==> config.mk <==
export PLATFORM = sky130hd
export DESIGN_NAME = pngunf_ram
export DESIGN_NICKNAME = d
export VERILOG_FILES = /design/src/rtl/pngunf_ram.sv
export SDC_FILE = /design/constraint.sdc
export NUM_CORES = 2
export LEC_CHECK = 0
export BUFFER_PORTS_ARGS = -buffer_cell sky130_fd_sc_hd__buf_2
export CAP_MARGIN = 20
export CORE_MARGIN = 3
export CORE_UTILIZATION = 38
export CTS_BUF_LIST = sky130_fd_sc_hd__clkbuf_4
export CTS_CLUSTER_DIAMETER = 80
export DETAILED_ROUTE_END_ITERATION = 10
export SLEW_MARGIN = 5
export SYNTH_ARGS = -nofsm -noshare
export SYNTH_HDL_FRONTEND = slang
export SYNTH_SLANG_ARGS = --single-unit
==> constraint.sdc <==
create_clock -name clk -period 2.9 [get_ports clk]
set_input_delay 0.435 -clock clk [delete_from_list [all_inputs] [get_ports clk]]
set_output_delay 0.435 -clock clk [all_outputs]
set_load 0.005 [all_outputs]
==> src/rtl/pngunf_ram.sv <==
// Generic simple dual-port RAM: one write port, one read port, registered read.
// Depends on nothing.
`default_nettype none

module pngunf_ram #(
  parameter int WIDTH = 8,
  parameter int DEPTH = 256
) (
  input  wire logic                     clk,
  input  wire logic                     wr_en,
  input  wire logic [$clog2(DEPTH)-1:0] wr_addr,
  input  wire logic [WIDTH-1:0]         wr_data,
  input  wire logic                     rd_en,
  input  wire logic [$clog2(DEPTH)-1:0] rd_addr,
  output logic      [WIDTH-1:0]         rd_data
);

  logic [WIDTH-1:0] mem [DEPTH];

  // Write port.
  always_ff @(posedge clk) begin
    if (wr_en) begin
      mem[wr_addr] <= wr_data;
    end
  end

  // Registered read port; the data holds while rd_en is low.
  always_ff @(posedge clk) begin
    if (rd_en) begin
      rd_data <= mem[rd_addr];
    end
  end

endmodule

`default_nettype wire

# Word-level counts from Yosys, hierarchy flattened
# Memory sizes are Yosys's and may differ from the RTL's. A register that Yosys moved wholly into a read port is not among the register bits.
# Cells that the tools add are included.
[word_totals]
memories = 1
mem_bits_rw = 2048
output_inout_bits = 8
register_bits = 0
word_cells = 3
in_bits = 27
[mem_list]
columns = ["memory", "depth", "word_bits", "rd", "rd_clocked_by_memory_dff", "write_ports", "line", "text"]
rows = [
  ["mem", 256, 8, 1, 1, 1, "18", "logic [WIDTH-1:0] mem [DEPTH];"],
]
[op_classes]
n_mux = 2
[ops]
columns = ["op", "n"]
rows = [
  ["$mux W1", 2],
]

# Longest topological paths before layout
[logic_depth]
word_depth = 2
mapped_depth = 11
depth_no_buf = 6

# Worst setup path before layout
# Ideal clock, no wire load.
[synth_timing]
path_kind = "in2reg"
startpoint = "input rd_addr[0]"
endpoint = "register rd_data[2] (read register of mem) (data pin)"
setup_time_ns = 0.269
t_arrival_ns = 2.242
slack_ns = 0.389
path_buffers = 4
required_time_ns = 2.631
stages = 9
cell_sequence = "buf_6 -> buf_12 -> buf_8 -> buf_2 -> mux4_2 -> a22oi_1 -> a21oi_1 -> nor4_1 -> nor4_2"
[synth_lines]
columns = ["element", "line", "text"]
rows = [
  ["from (decl)", "14", "input wire logic [$clog2(DEPTH)-1:0] rd_addr,"],
  ["to (decl)", "15", "output logic [WIDTH-1:0] rd_data"],
]

==> metrics <==
Worst setup startpoint=mem[51][7]; Routability Congestion=0.892; dpl cell area=88,000 µm²; Routed WL=208 mm; postcts setup bufs=0; synthesized area=79,600 µm²; H-tree levels=6; clock buffer depth=4; most instantiated library cell after synthesis=edfxtp_1; DP HPWL=135 mm; vias in the first global route=44,310; sequential share of power=0.545; detailed-route wire length per cell=26.3 µm; total track usage=0.194; startpoint types=flip-flop; period utilization=0.975; First-pass DRT Iterations=5; Antenna Nets Post-Route=0; Synth cell types=54; global-route wire length before repair=305 mm; Clock power frac=0.398; Clock Sink Count=2,056; initial core utilization=0.383; Worst VDD drop=413 µV; Setup Viol. Count Final=0; Main synth FF type=edfxtp_1; Gate Count Post-Synth=3,733; placement row count=167; I/O pin cnt=35; number of flops mapped to enable cells by yosys=2,056; Die Span Y=464 µm; CTS root buf=clkbuf_4; Final Max Tran Viols=0; clock slew seen by the registers of the worst setup and hold paths=0.07 ns; CP Capture Type=flip-flop; Final Hold Viols=0; Post-route DRC=0; sw power=13.4 mW; PD cells=636 nW/µm²; Worst-Skew Late Latency=1.29 ns; flop2flop setup slack=0.07 ns; Max Fclk=0.354 GHz; Vias=42,897; kind of critical path=reg -> reg; Hold WS=0.171 ns; Mapped Avg Cell Area=21.3 µm²; initial antenna violation count=14; Yosys top cell area share=0.775; Final Critical Period=2.83 ns; Die Wd=464 µm; switching fraction of total power=0.222; Finished Layout Cells=7,929; asr flop ratio synth=0; I/O Buffers=34; synthesized flop and latch total=2,056; top cells by count, synth=edfxtp_1 (2,056), mux4_2 (454), nor2_1 (282), mux2i_1 (134), a22oi_1 (133); Final Instance Area=94,700 µm²; HP Start=rd_en; share of post-route cells with drive strength above 1=0.393; CP max FO=1; cell taking the most area after synthesis=edfxtp_1; relative slew slack=0.312; clk_skew=0.0801 ns; largest net degree at the start of global routing=105; RSZ-0062 raised after global routing=no; WP data arrival=3.84 ns; Static Leak=31.2 nW; Congestion Overflow GR=0; Inserted Clock Buffers=548; RR Startpoint=mem[51][7]; Least-Margin Pin Slew=1.02 ns; dpl cells=7,019; Vias/cell=5.41; worst min path class=in -> reg; final net count=4,832; Comb power frac=0.057; CTS tree=yes; YS warnings=0; main area contributors after synthesis=edfxtp_1 (78%), mux4_2 (13%), mux2i_1 (1.7%), nor2_1 (1.3%), a22oi_1 (1.3%); # Max-Cap Violations=0; Area growth syn-to-layout=18.9%; Core Area=208,000 µm²; cell internal pwr=46.8 mW; outcome=completed; post-synth net total=3,760; number of DRC markers in iteration 0=4,812; Seq/Total Area, Yosys=0.775; die area=215,000 µm²; CP Data Required Time=3.91 ns
[flip-flops by register name, summed over array words and instances (netlist names)]
signal / count
mem: 2048
rd_data: 8
[through the flow]
| step | setup WS (ns) | TNS (ns) | power [mW] | util |
|---|---|---|---|---|
| 2_1_floorplan | 0.389 | 0 | 35.0 | - |
| 3_3_place_gp | -0.980 | -6.05 | 36.8 | 0.424 |
| 3_5_place_dp | -0.953 | -6.11 | 36.9 | 0.424 |
| 4_1_cts | 0.0906 | 0 | 60.9 | 0.456 |
| 5_1_grt | 0.0599 | 0 | 62.7 | 0.456 |
| 6_report | 0.0730 | 0 | 60.2 | 0.456 |
[placed cells by master (no fill, tap or decap), types with 11 or more instances in the layout]
cell	netlist	routed
nor4_1	24	23
nand2_1	33	33
mux4_2	454	454
a21oi_1	96	96
nand3_1	34	34
clkinv_1	1	67
buf_12	8	64
buf_4	27	634
edfxtp_1	2056	2056
dlygate4sd3_1	0	24
nor2b_1	31	28
o221ai_1	46	46
o22ai_1	28	28
nor2_1	282	279
a22oi_1	133	133
mux2i_1	134	134
diode_2	0	11
nor3_1	22	21
inv_2	0	17
buf_2	31	23
a211oi_1	16	16
clkbuf_4	0	780
a221oi_1	13	13
[logic make-up (layout without fill, tap and decap cells)]
kind of cell | count (synthesis) | count (layout) | share of synthesized area
AOI/OAI and AO/OA | 385 | 385 | 0.0342
other | 0 | 11 | 0
buffers and inverters | 235 | 1632 | 0.0183
and+or+nand+nor | 466 | 466 | 0.0263
muxes | 591 | 591 | 0.146
DFF | 2056 | 2056 | 0.775
[layout make-up]
class | instances | area, µm²
fill | 17749 | 113000
sequential | 2056 | 61700
multi-input combinational | 1442 | 16500
timing repair buffer | 755 | 6550
clock buffer | 780 | 5860
tap | 2788 | 3490
clock inverter | 95 | 497
antenna | 11 | 27.5
inverter | 2 | 7.51
[final timing paths]
| check | endpoint | cells after the start |
|---|---|---|
| max | rd_data[7] | 6 |
| min | rd_data[6] | 2 |
| max reg2reg | rd_data[7] | 6 |
| min reg2reg | rd_data[1] | 5 |
[power groups by stage]
stage	sequential, mW	combinational [mW]	clock, mW
after floorplan	33.4	1.59	0
after global placement	33.4	3.39	0
after detailed placement	33.5	3.43	0
after CTS	32.8	3.47	24.6
after global routing	32.8	3.63	26.3
final	32.8	3.44	23.9
[worst max-delay path: stages (launching register included)]
cell      delay (ns)
edfxtp_1        0.36
mux4_2          0.48
o211ai_1        0.31
nand3_1         0.17
nor4_1          0.89
buf_4           0.26
nor4_1          0.05
[what timing repair did]
action	CTS	global route
hold endpoints to repair	2684	0
hold buffers	24	0
gates resized for setup	2	0
setup endpoints to repair	2	0
[routing by layer]
| layer | wire (µm) | track usage | up-vias |
|---|---|---|---|
| met5 | 0 | 0 | - |
| met4 | 6080 | 0.0690 | 0 |
| met3 | 17500 | 0.0431 | 320 |
| met2 | 100000 | 0.304 | 2039 |
| met1 | 84800 | 0.267 | 22331 |
| li1 | - | - | 18207 |
Note: power is estimated with default switching activity, not from simulation.
